--- config.mk ---
export PLATFORM = sky130hd
export DESIGN_NAME = encoder_speed_stepper
export DESIGN_NICKNAME = d
export VERILOG_FILES = /design/src/rtl/ess_pkg.sv /design/src/rtl/encoder_speed_stepper.sv
export SDC_FILE = /design/constraint.sdc
export NUM_CORES = 2
export LEC_CHECK = 0
export ABC_AREA = 1
export BUFFER_PORTS_ARGS = -buffer_cell sky130_fd_sc_hd__buf_2
export CORE_ASPECT_RATIO = 0.6
export CORE_UTILIZATION = 46
export CTS_CLUSTER_SIZE = 12
export DETAILED_ROUTE_END_ITERATION = 10
export HOLD_SLACK_MARGIN = 0.05
export PLACE_DENSITY_LB_ADDON = 0.08
export SYNTH_ARGS = -nofsm -noshare
export SYNTH_HDL_FRONTEND = slang
export SYNTH_SLANG_ARGS = --single-unit
--- constraint.sdc ---
create_clock -name clock -period 10.2 [get_ports clock]
set_input_delay 1.02 -clock clock [delete_from_list [all_inputs] [get_ports clock]]
set_output_delay 1.02 -clock clock [all_outputs]
set_load 0.02 [all_outputs]
--- src/rtl/ess_pkg.sv ---
`default_nettype none

package ess_pkg;

   typedef enum logic [1:0] {
      CMD_EDGE      = 2'd0,
      CMD_TICK      = 2'd1,
      CMD_SET_GOAL  = 2'd2,
      CMD_SET_PULSE = 2'd3
   } cmd_type;

   localparam int unsigned CSR_INDEX_W = 2;
   localparam int unsigned CSR_DATA_W  = 16;

   localparam logic [CSR_INDEX_W-1:0] CSR_RPM_PER_COUNT  = 2'd0;
   localparam logic [CSR_INDEX_W-1:0] CSR_DIST_PER_COUNT = 2'd1;
   localparam logic [CSR_INDEX_W-1:0] CSR_STOP_PULSE     = 2'd2;

   localparam logic [15:0] RPM_PER_COUNT_RST  = 16'd256;
   localparam logic [15:0] DIST_PER_COUNT_RST = 16'd256;
   localparam logic [11:0] STOP_PULSE_RST     = 12'd1500;

   localparam logic [11:0] PULSE_LOW  = 12'd1010;
   localparam logic [11:0] PULSE_HIGH = 12'd1990;

   localparam logic [39:0] TRAVEL_MAX = {1'b0, {39{1'b1}}};
   localparam logic [39:0] TRAVEL_MIN = {1'b1, {39{1'b0}}};

endpackage

`default_nettype wire

--- src/rtl/encoder_speed_stepper.sv ---
// encoder_speed_stepper: speed, travel and a slow pulse-width step loop for a
// quadrature encoder driven motor.
//
// Input channel req_*: one item per event; req_tuser carries the command
// (encoder edge, period tick, set target, set pulse), req_tdata the phase B
// level, target speed and pulse width. Result channel rsp_*: exactly one item
// per input item, giving the driven pulse, the last measured speed, the
// integer travel and the edges counted since the last tick.
// Configuration: csr_write with csr_index and csr_data, no read-back; the user
// must make writes while no item is in flight; the block leaves it unchecked.
// Writing the stop pulse also loads the ramp and driven pulse.
// An accepted input item is held in the input register, then the state update
// writes its result into the result register.
// Throughput: one item per cycle unless the receiver stalls; the two 16 x 16
// products and the 40-bit travel add of a period tick sit in the single stage
// after the input register; the state they update is ready for the next item.
// Reset (synchronous, active high) restores all register defaults, clears
// counts, travel and the loop flag and empties both stages.
// When the receiver stalls, the result is held and one further item is
// taken into the input register; req_tready then falls until rsp_tready.
`default_nettype none

module encoder_speed_stepper
   import ess_pkg::*;
(
   input  wire logic                   clock,
   input  wire logic                   reset,

   input  wire logic                   req_tvalid,
   output logic                        req_tready,
   // encoder_b, target_rpm[11:0], pulse_us[11:0], zero fill
   input  wire logic [31:0]            req_tdata,
   // cmd[1:0]
   input  wire logic [1:0]             req_tuser,

   output logic                        rsp_tvalid,
   input  wire logic                   rsp_tready,
   // drive_pulse[11:0], measured_rpm[15:0], distance[31:0],
   // pending_edges[15:0], zero fill
   output logic [79:0]                 rsp_tdata,

   input  wire logic                   csr_write,
   input  wire logic [CSR_INDEX_W-1:0] csr_index,
   input  wire logic [CSR_DATA_W-1:0]  csr_data
);

   // configuration
   logic [15:0] rpm_per_count_ff, rpm_per_count_in;
   logic [15:0] dist_per_count_ff, dist_per_count_in;
   logic [11:0] stop_pulse_ff, stop_pulse_in;

   // input register
   logic        in_valid_ff, in_valid_in;
   cmd_type     in_cmd_ff;
   logic        in_b_ff;
   logic [11:0] in_target_ff;
   logic [11:0] in_pulse_ff;

   // state
   logic [15:0] edge_count_ff, edge_count_in;
   logic        direction_back_ff, direction_back_in;
   logic [11:0] goal_speed_ff, goal_speed_in;
   logic [11:0] ramp_pulse_ff, ramp_pulse_in;
   logic [11:0] driven_pulse_ff, driven_pulse_in;
   logic        loop_enabled_ff, loop_enabled_in;
   logic [15:0] speed_now_ff, speed_now_in;
   logic [39:0] travel_acc_ff, travel_acc_in;

   // result register
   logic        rsp_valid_ff, rsp_valid_in;
   logic [11:0] rsp_pulse_ff;
   logic [15:0] rsp_rpm_ff;
   logic [39:0] rsp_travel_ff;
   logic [15:0] rsp_edges_ff;

   logic        advance;
   logic        fire;
   logic        req_accept;
   logic [31:0] speed_q;
   logic [31:0] travel_step;
   logic [31:0] goal_q;
   logic [40:0] travel_fwd;
   logic [40:0] travel_back;
   logic        step_ok;
   logic        step_up;
   logic [39:0] travel_round;

   assign advance    = !rsp_valid_ff || rsp_tready;
   assign fire       = in_valid_ff && advance;
   assign req_tready = !in_valid_ff || advance;
   assign req_accept = req_tvalid && req_tready;

   assign in_valid_in  = req_accept ? 1'b1 : (fire ? 1'b0 : in_valid_ff);
   assign rsp_valid_in = fire ? 1'b1 : (rsp_tready ? 1'b0 : rsp_valid_ff);

   assign speed_q     = {16'b0, edge_count_ff} * {16'b0, rpm_per_count_ff};
   assign travel_step = {16'b0, edge_count_ff} * {16'b0, dist_per_count_ff};
   assign goal_q      = {12'b0, goal_speed_ff, 8'b0};
   assign travel_fwd  = {travel_acc_ff[39], travel_acc_ff} + {9'b0, travel_step};
   assign travel_back = {travel_acc_ff[39], travel_acc_ff} - {9'b0, travel_step};

   assign step_ok = loop_enabled_ff && (speed_q != 32'd0)
                    && (ramp_pulse_ff > PULSE_LOW) && (ramp_pulse_ff < PULSE_HIGH)
                    && (speed_q != goal_q);
   assign step_up = (speed_q < goal_q) != direction_back_ff;

   always_comb begin
      rpm_per_count_in  = rpm_per_count_ff;
      dist_per_count_in = dist_per_count_ff;
      stop_pulse_in     = stop_pulse_ff;
      edge_count_in     = edge_count_ff;
      direction_back_in = direction_back_ff;
      goal_speed_in     = goal_speed_ff;
      ramp_pulse_in     = ramp_pulse_ff;
      driven_pulse_in   = driven_pulse_ff;
      loop_enabled_in   = loop_enabled_ff;
      speed_now_in      = speed_now_ff;
      travel_acc_in     = travel_acc_ff;

      if (fire) begin
         unique case (in_cmd_ff)
            CMD_EDGE: begin
               direction_back_in = !in_b_ff;
               if (edge_count_ff != 16'hFFFF) begin
                  edge_count_in = edge_count_ff + 16'd1;
               end
            end
            CMD_TICK: begin
               speed_now_in = (speed_q[31:24] != 8'd0) ? 16'hFFFF : speed_q[23:8];
               if (direction_back_ff) begin
                  travel_acc_in = (travel_back[40] != travel_back[39]) ?
                                  TRAVEL_MIN : travel_back[39:0];
               end else begin
                  travel_acc_in = (travel_fwd[40] != travel_fwd[39]) ?
                                  TRAVEL_MAX : travel_fwd[39:0];
               end
               if (step_ok) begin
                  ramp_pulse_in   = step_up ? ramp_pulse_ff + 12'd1 : ramp_pulse_ff - 12'd1;
                  driven_pulse_in = ramp_pulse_in;
               end
               edge_count_in = 16'd0;
            end
            CMD_SET_GOAL: begin
               loop_enabled_in = 1'b1;
               goal_speed_in   = in_target_ff;
               ramp_pulse_in   = in_pulse_ff;
               driven_pulse_in = in_pulse_ff;
            end
            CMD_SET_PULSE: begin
               loop_enabled_in = 1'b0;
               driven_pulse_in = in_pulse_ff;
            end
            default: begin
               loop_enabled_in = loop_enabled_ff;
            end
         endcase
      end

      if (csr_write) begin
         priority case (csr_index)
            CSR_RPM_PER_COUNT: begin
               rpm_per_count_in = csr_data;
            end
            CSR_DIST_PER_COUNT: begin
               dist_per_count_in = csr_data;
            end
            CSR_STOP_PULSE: begin
               stop_pulse_in   = csr_data[11:0];
               ramp_pulse_in   = csr_data[11:0];
               driven_pulse_in = csr_data[11:0];
            end
            default: begin
               stop_pulse_in = stop_pulse_ff;
            end
         endcase
      end
   end

   always_ff @(posedge clock) begin
      if (reset) begin
         rpm_per_count_ff  <= RPM_PER_COUNT_RST;
         dist_per_count_ff <= DIST_PER_COUNT_RST;
         stop_pulse_ff     <= STOP_PULSE_RST;
         in_valid_ff       <= 1'b0;
         edge_count_ff     <= 16'd0;
         direction_back_ff <= 1'b0;
         goal_speed_ff     <= 12'd0;
         ramp_pulse_ff     <= STOP_PULSE_RST;
         driven_pulse_ff   <= STOP_PULSE_RST;
         loop_enabled_ff   <= 1'b0;
         speed_now_ff      <= 16'd0;
         travel_acc_ff     <= 40'd0;
         rsp_valid_ff      <= 1'b0;
      end else begin
         rpm_per_count_ff  <= rpm_per_count_in;
         dist_per_count_ff <= dist_per_count_in;
         stop_pulse_ff     <= stop_pulse_in;
         in_valid_ff       <= in_valid_in;
         edge_count_ff     <= edge_count_in;
         direction_back_ff <= direction_back_in;
         goal_speed_ff     <= goal_speed_in;
         ramp_pulse_ff     <= ramp_pulse_in;
         driven_pulse_ff   <= driven_pulse_in;
         loop_enabled_ff   <= loop_enabled_in;
         speed_now_ff      <= speed_now_in;
         travel_acc_ff     <= travel_acc_in;
         rsp_valid_ff      <= rsp_valid_in;
      end
   end

   always_ff @(posedge clock) begin
      if (req_accept) begin
         in_cmd_ff    <= cmd_type'(req_tuser);
         in_b_ff      <= req_tdata[0];
         in_target_ff <= req_tdata[12:1];
         in_pulse_ff  <= req_tdata[24:13];
      end
      if (fire) begin
         rsp_pulse_ff  <= driven_pulse_in;
         rsp_rpm_ff    <= speed_now_in;
         rsp_travel_ff <= travel_acc_in;
         rsp_edges_ff  <= edge_count_in;
      end
   end

   // integer part of travel, truncated toward zero
   assign travel_round = rsp_travel_ff + (rsp_travel_ff[39] ? 40'd255 : 40'd0);

   assign rsp_tvalid = rsp_valid_ff;
   assign rsp_tdata  = {4'b0, rsp_edges_ff, travel_round[39:8], rsp_rpm_ff, rsp_pulse_ff};

   a_tick_clears_count: assert property (@(posedge clock) disable iff (reset)
      fire && (in_cmd_ff == CMD_TICK) |=> (edge_count_ff == 16'd0))
      else $error("edge count not cleared by tick");

   a_set_pulse_opens_loop: assert property (@(posedge clock) disable iff (reset)
      fire && (in_cmd_ff == CMD_SET_PULSE) |=> !loop_enabled_ff)
      else $error("loop still enabled after set pulse");

   a_ramp_single_step: assert property (@(posedge clock) disable iff (reset)
      fire && (in_cmd_ff == CMD_TICK) |=>
         (ramp_pulse_ff == $past(ramp_pulse_ff))
         || (ramp_pulse_ff == $past(ramp_pulse_ff) + 12'd1)
         || (ramp_pulse_ff == $past(ramp_pulse_ff) - 12'd1))
      else $error("ramp pulse moved by more than one on a tick");

   a_ready_when_drained: assert property (@(posedge clock) disable iff (reset)
      rsp_tready |-> req_tready)
      else $error("input stalled while result side is ready");

   a_stage_held_on_stall: assert property (@(posedge clock) disable iff (reset)
      in_valid_ff && !advance |=> in_valid_ff)
      else $error("stalled item dropped from input register");

endmodule

`default_nettype wire
-- Yosys cells after proc, flatten, opt, wreduce, memory -nomap -nowiden
Index checks and enable logic that the tools add are counted.
- multipliers: 2
- equality and inequality tests: 10
- $add $sub $neg: 6
- reductions and logical operators: 24
- order comparisons: 3
- mux-type cells: 28
- operator list (operator ; number):
    40-bit two-way mux ; 5
    12-bit two-way mux ; 9
    16-bit two-way mux ; 5
    16-bit by 16-bit multiplier with 32-bit output ; 2
    12-bit one-hot mux with 2 select lines ; 2
    40-bit by 33-bit adder with 41-bit output ; 1
    40-bit by 33-bit subtractor with 41-bit output ; 1
    40-bit by 8-bit adder with 40-bit output ; 1
    32-bit by 20-bit < comparator with 1-bit output ; 1
    32-bit by 20-bit inequality test with 1-bit output ; 1
    16-bit one-hot mux with 2 select lines ; 1
    32-bit nonzero test ; 1
    16-bit by 1-bit adder with 16-bit output, second input constant ; 1
    16-bit inequality test, second input constant ; 1
    12-bit by 1-bit adder with 12-bit output, second input constant ; 1
    12-bit by 10-bit greater-than comparator with 1-bit output, second input constant ; 1
    12-bit by 11-bit < comparator with 1-bit output, second input constant ; 1
    12-bit by 1-bit subtractor with 12-bit output, second input constant ; 1
    2-bit AND reduction ; 5
    8-bit two-way mux ; 1
    8-bit nonzero test ; 1
    2-bit == test, second input constant ; 3
    1-bit logical AND ; 6
    2-bit nonzero test ; 3
    other kinds (8) ; 18
- register bits after elaboration: 255
- output and inout port bits: 82
- logic and storage cells: 93

-- Depth between registers and ports, before layout
- word-level depth: 11
- gate-level depth with buffers: 61

-- Least setup slack after synthesis
Ideal clock, no wire load.
- path type: reg-to-reg
- from: register edge_count_ff[4]
- to: register rsp_travel_ff[30], data pin
- path slack: 0.974 ns
- stages on the path, launching flop included: 47
- data arrival time: 8.975 ns
- library setup time: 0.251 ns
- period minus slack after synthesis: 9.226 ns
- cells stage by stage: dfxtp_1 -> clkbuf_1 -> clkbuf_1 -> nand2_1 -> fa_1 -> inv_1 -> fa_1 -> fa_1 -> ha_1 -> fa_1 -> fa_1 -> ha_1 -> inv_1 -> o311ai_0 -> nand2_1 -> nand2_1 -> nand2_1 -> nand2_1 -> [... 11 more ...] -> inv_1 -> ha_1 -> clkbuf_1 -> nand2_1 -> nor2_1 -> nand2_1 -> nor2_1 -> nand3_1 -> o2111ai_1 -> and2_1 -> nand4_1 -> xor2_1 -> ha_1 -> a21oi_1 -> clkbuf_1 -> o311ai_0 -> nand2_1 -> inv_1
- longest elaborated chain between the ends: 7
- elaborated cells between the ends (all ways): 10
- those cells by class: 2 x add/sub; 1 x mul; 2 x eq/ne; 5 x mux
- ends and longest elaborated chain (what ; RTL line ; RTL):
    from (decl) ; encoder_speed_stepper.sv:60 ; logic [15:0] edge_count_ff, edge_count_in;
    from (signal assigned) ; encoder_speed_stepper.sv:199 ; edge_count_ff <= edge_count_in;
    16-bit by 16-bit multiplier with 32-bit output * ; encoder_speed_stepper.sv:97 ; assign travel_step = {16'b0, edge_count_ff} * {16'b0, dist_per_count_ff};
    40-bit by 33-bit adder with 41-bit output / 40-bit by 33-bit subtractor with 41-bit output (equally long branches) ; encoder_speed_stepper.sv:99, encoder_speed_stepper.sv:100 ;
    1-bit inequality test, on equally long branches ; encoder_speed_stepper.sv:134, encoder_speed_stepper.sv:131 ;
    40-bit two-way mux, on equally long branches ; encoder_speed_stepper.sv:134, encoder_speed_stepper.sv:131 ;
    40-bit two-way mux * ; encoder_speed_stepper.sv:130 ; if (direction_back_ff) begin
    40-bit two-way mux * ; encoder_speed_stepper.sv:121 ; unique case (in_cmd_ff)
    40-bit two-way mux * ; encoder_speed_stepper.sv:120 ; if (fire) begin
    net travel_acc_in[30] ; encoder_speed_stepper.sv:67 ; logic [39:0] travel_acc_ff, travel_acc_in;
    to (signal assigned) ; encoder_speed_stepper.sv:221 ; rsp_travel_ff <= travel_acc_in;
    to (decl) ; encoder_speed_stepper.sv:73 ; logic [39:0] rsp_travel_ff;
The timed path passes the listed nets; every way through them passes the cells marked *.
A chain may end at the register's enable or synchronous reset.

-- Worst setup path in the final report
- from: register edge_count_ff[7]
- to: register rsp_travel_ff[7], data pin
Same word-level chain as after synthesis.

==> reports/results.ini <==
[sta]
max_freq_mhz = 104
rsz0062_at_grt = no
fin_skew_ps = 16.7
finalSetupTns_ps = 0
hold_viol_final = 0
period_needed_ps = 9600
setup_viol = 0
worst_pin_slew_ps = 1010
period_share_pct = 94.1
maxSlewViolCount = 0
slew-limit-headroom_pct = 32.8

[floorplan]
die_h_um = 213
core_um2 = 72500
fp.dieArea_um2 = 75100
num_io_pins = 139
dieWidth_um = 353
start_util_pct = 46.9
row_count = 76

[synthesis]
synth_ff_type = dfxtp_1
synthAdderAreaFrac_pct = 34.0
synthCells = 4741
synth_compound_area_share_pct = 8.80
synth.area.mux_share_pct = 0
synth_area_per_cell_um2 = 7.17
synth_xor_area_share_pct = 2.60
synth_top_family_by_area = adder cells
synth_area_um2 = 34000
synthDistinctLibCells = 62
ys_seq_area_share_pct = 18.3
synth-simple-area-share_pct = 21.2
synth-edff-count = 111
async_flop_share_pct = 0
ys_ff_latch = 255
yosys_warnings = 0

[cells_and_area]
drive_above_1_share_pct = 7.12
nNetsFinal = 5524
multi_input_area_um2 = 22700
final_cell_area_um2 = 36800
area_growth_pct = 8.08
seq_area_um2 = 6230
nFillCells = 7300
antennaDiodeCount = 0

[worst_setup_path]
r2r_start = edge_count_ff[7]$_SDFF_PP0_
cp_max_fo = 11
critPathSlowestCell = fa_1
critPathKind = reg2reg
r2r-end = rsp_travel_ff[7]$_DFFE_PP_
required_ps = 10560
startpoint = edge_count_ff[7]$_SDFF_PP0_
cp.arrival_ps = 9960
crit_path_end_kind = flop
cp-endpoint = rsp_travel_ff[7]$_DFFE_PP_
ff2ff_setup_slack_ps = 600
cpMostUsedCell = nand2_1
r2r_cells = 47
slowest_delay_ps = 540
start_kind = flop

[global_route]
antenna_found_initial = 1
grt-ovfl-total = 0
grt_usage_pct = 26.9
grt_pass1_wl_um = 158000
grt_pass1_vias = 27500
grt_max_degree = 72

[power_and_ir_drop]
p_int_mw = 1.92
sw_frac_of_total_pct = 32.4
power_frac_seq_pct = 41.4
switchingPower_mw = 0.923
power.density_nw_per_um2 = 77.4
clkPwrFrac_pct = 38.6
vdd_drop_max_mv = 0.163
power.total_mw = 2.85
pwr-share-comb_pct = 20.0
power_leakage_nw = 20.7

[clock_tree]
cts_tree = yes
htreeDepth = 1
cts_buffers = 29
numClockSinks = 255
clk_pin_slew_ps = 60
ctsHoldBuffers = 0
clockBufferDepth = 3
root_buffer = clkbuf_16
clkLatencyLatePin_ps = 620

[outcome]
outcome = complete, no violations

[drt]
routedWlPerCell_um = 17.2
drt_iter0_drc = 2719
dr.pass1.iters = 6
ant_nets = 0
vias_per_cell = 5.06
drc_errors = 0
vias = 29200
wl_um = 99600

[run]
max_cap_violations = 0

[placed_design]
place_area_um2 = 35700
gp_congestion = 0.952
hpwl_um = 80200
portBuffers = 127

[hold_path]
min_path_type = reg2reg

## layout by cell type, fill, tap and decap left out, drive strengths merged, types with 13 or more instances in the layout
master,synthesis,layout
nand2,1173,1173
inv,1141,1144
fa,390,390
nor2,376,376
ha,299,299
a21oi,269,269
buf,30,218
o21ai,197,197
dfxtp,144,144
nand3,137,137
edfxtp,111,111
xor2,80,80
clkbuf,185,42
nor3,27,27
xnor2,21,21
nand4,21,21
and2,17,17
nor4,13,13
## critical path: cells and delay by family (launching register included)
| family | cells | cell delay, ps |
|---|---|---|
| fa+ha+maj | 9 | 4060 |
| compound gates | 7 | 1660 |
| buf+inv | 9 | 830 |
| flops | 1 | 470 |
| xor+xnor | 1 | 190 |
| simple gates | 21 | 2080 |
## routing by layer
metal,track usage [%],up-vias,share of wire (%)
met5,0,-,0
met4,3.12,0,1.1
met3,6.00,62,9.9
met2,34.2,1091,35
met1,45.3,13700,54
li1,-,14300,-
## cell families (layout without fill, tap and decap cells)
group,after synthesis,in the layout
adders and majority gates,689,689
AOI/OAI and AO/OA,550,550
xor gates and xnor gates,101,101
other,1,4
buffers and inverters,1363,1419
and+or+nand+nor,1782,1782
DFF,255,255
## how the worst min path moves through the flow
stage,from,to,slack [ps],cells past startpoint
after floorplan,in_b_ff$_DFFE_PP_,direction_back_ff$_SDFFE_PP0P_,400,1
after global placement,goal_speed_ff[7]$_SDFFE_PP0P_,goal_speed_ff[7]$_SDFFE_PP0P_,460,2
after detailed placement,goal_speed_ff[6]$_SDFFE_PP0P_,goal_speed_ff[6]$_SDFFE_PP0P_,460,2
after CTS,goal_speed_ff[6]$_SDFFE_PP0P_,goal_speed_ff[6]$_SDFFE_PP0P_,470,2
after global routing,goal_speed_ff[10]$_SDFFE_PP0P_,goal_speed_ff[10]$_SDFFE_PP0P_,490,2
final,goal_speed_ff[4]$_SDFFE_PP0P_,goal_speed_ff[4]$_SDFFE_PP0P_,470,2
## layout make-up
| cell class | count | share of cell area, % |
|---|---|---|
| multi-input cells | 3126 | 61.7 |
| flip-flops and latches | 255 | 17.0 |
| inverters | 1148 | 11.7 |
| repair buffers | 218 | 3.65 |
| well taps | 975 | 3.32 |
| clock buffers | 42 | 2.19 |
| clock inverters | 11 | 0.443 |
## cells in the mapped netlist, drive strengths merged, types with 9 or more instances
library cell | number | area (um2)
xor2 | 80 | 701
nand2 | 1173 | 4440
edfxtp | 111 | 3330
o21ai | 197 | 993
o211ai | 10 | 75.1
or2 | 12 | 75.1
nor4 | 13 | 81.3
nand4 | 21 | 138
xnor2 | 21 | 184
inv | 1141 | 4280
ha | 299 | 3740
fa | 390 | 7810
dfxtp | 144 | 2880
buf | 30 | 165
nor2 | 376 | 1450
nand3 | 137 | 716
and2 | 17 | 109
clkbuf | 185 | 696
a31oi | 9 | 56.3
nor3 | 27 | 140
a21oi | 269 | 1350
## power by group through the flow
stage	logic, mW	registers (mW)	clock network [mW]
5_1_grt	0.632	1.18	1.16
6_report	0.570	1.18	1.10
2_1_floorplan	0.385	1.17	0
3_5_place_dp	0.554	1.20	0
3_3_place_gp	0.553	1.20	0
4_1_cts	0.557	1.17	1.12
## through the flow
step	util (%)	hold WS [ps]	cells	setup slack, ps
floorplan	-	399	4744	974
global placement	49.3	459	5722	444
detailed placement	49.3	462	5722	269
CTS	50.6	470	5775	270
global route	50.7	489	5775	23.0
finish	50.7	471	5775	600
## registers in the layout (all words and copies together), names as in the netlist, 16 cells and up
signal and count:
speed_now_ff 16, dist_per_count_ff 16, edge_count_ff 16, rsp_travel_ff 40, rpm_per_count_ff 16, rsp_rpm_ff 16, travel_acc_ff 40, rsp_edges_ff 16
## repair_timing
| action | CTS | global route |
|---|---|---|
| resized for setup | 0 | 23 |
| setup buffers | 0 | 0 |
| setup endpoints to repair | 0 | 78 |
(Power assumes the default switching activity.)
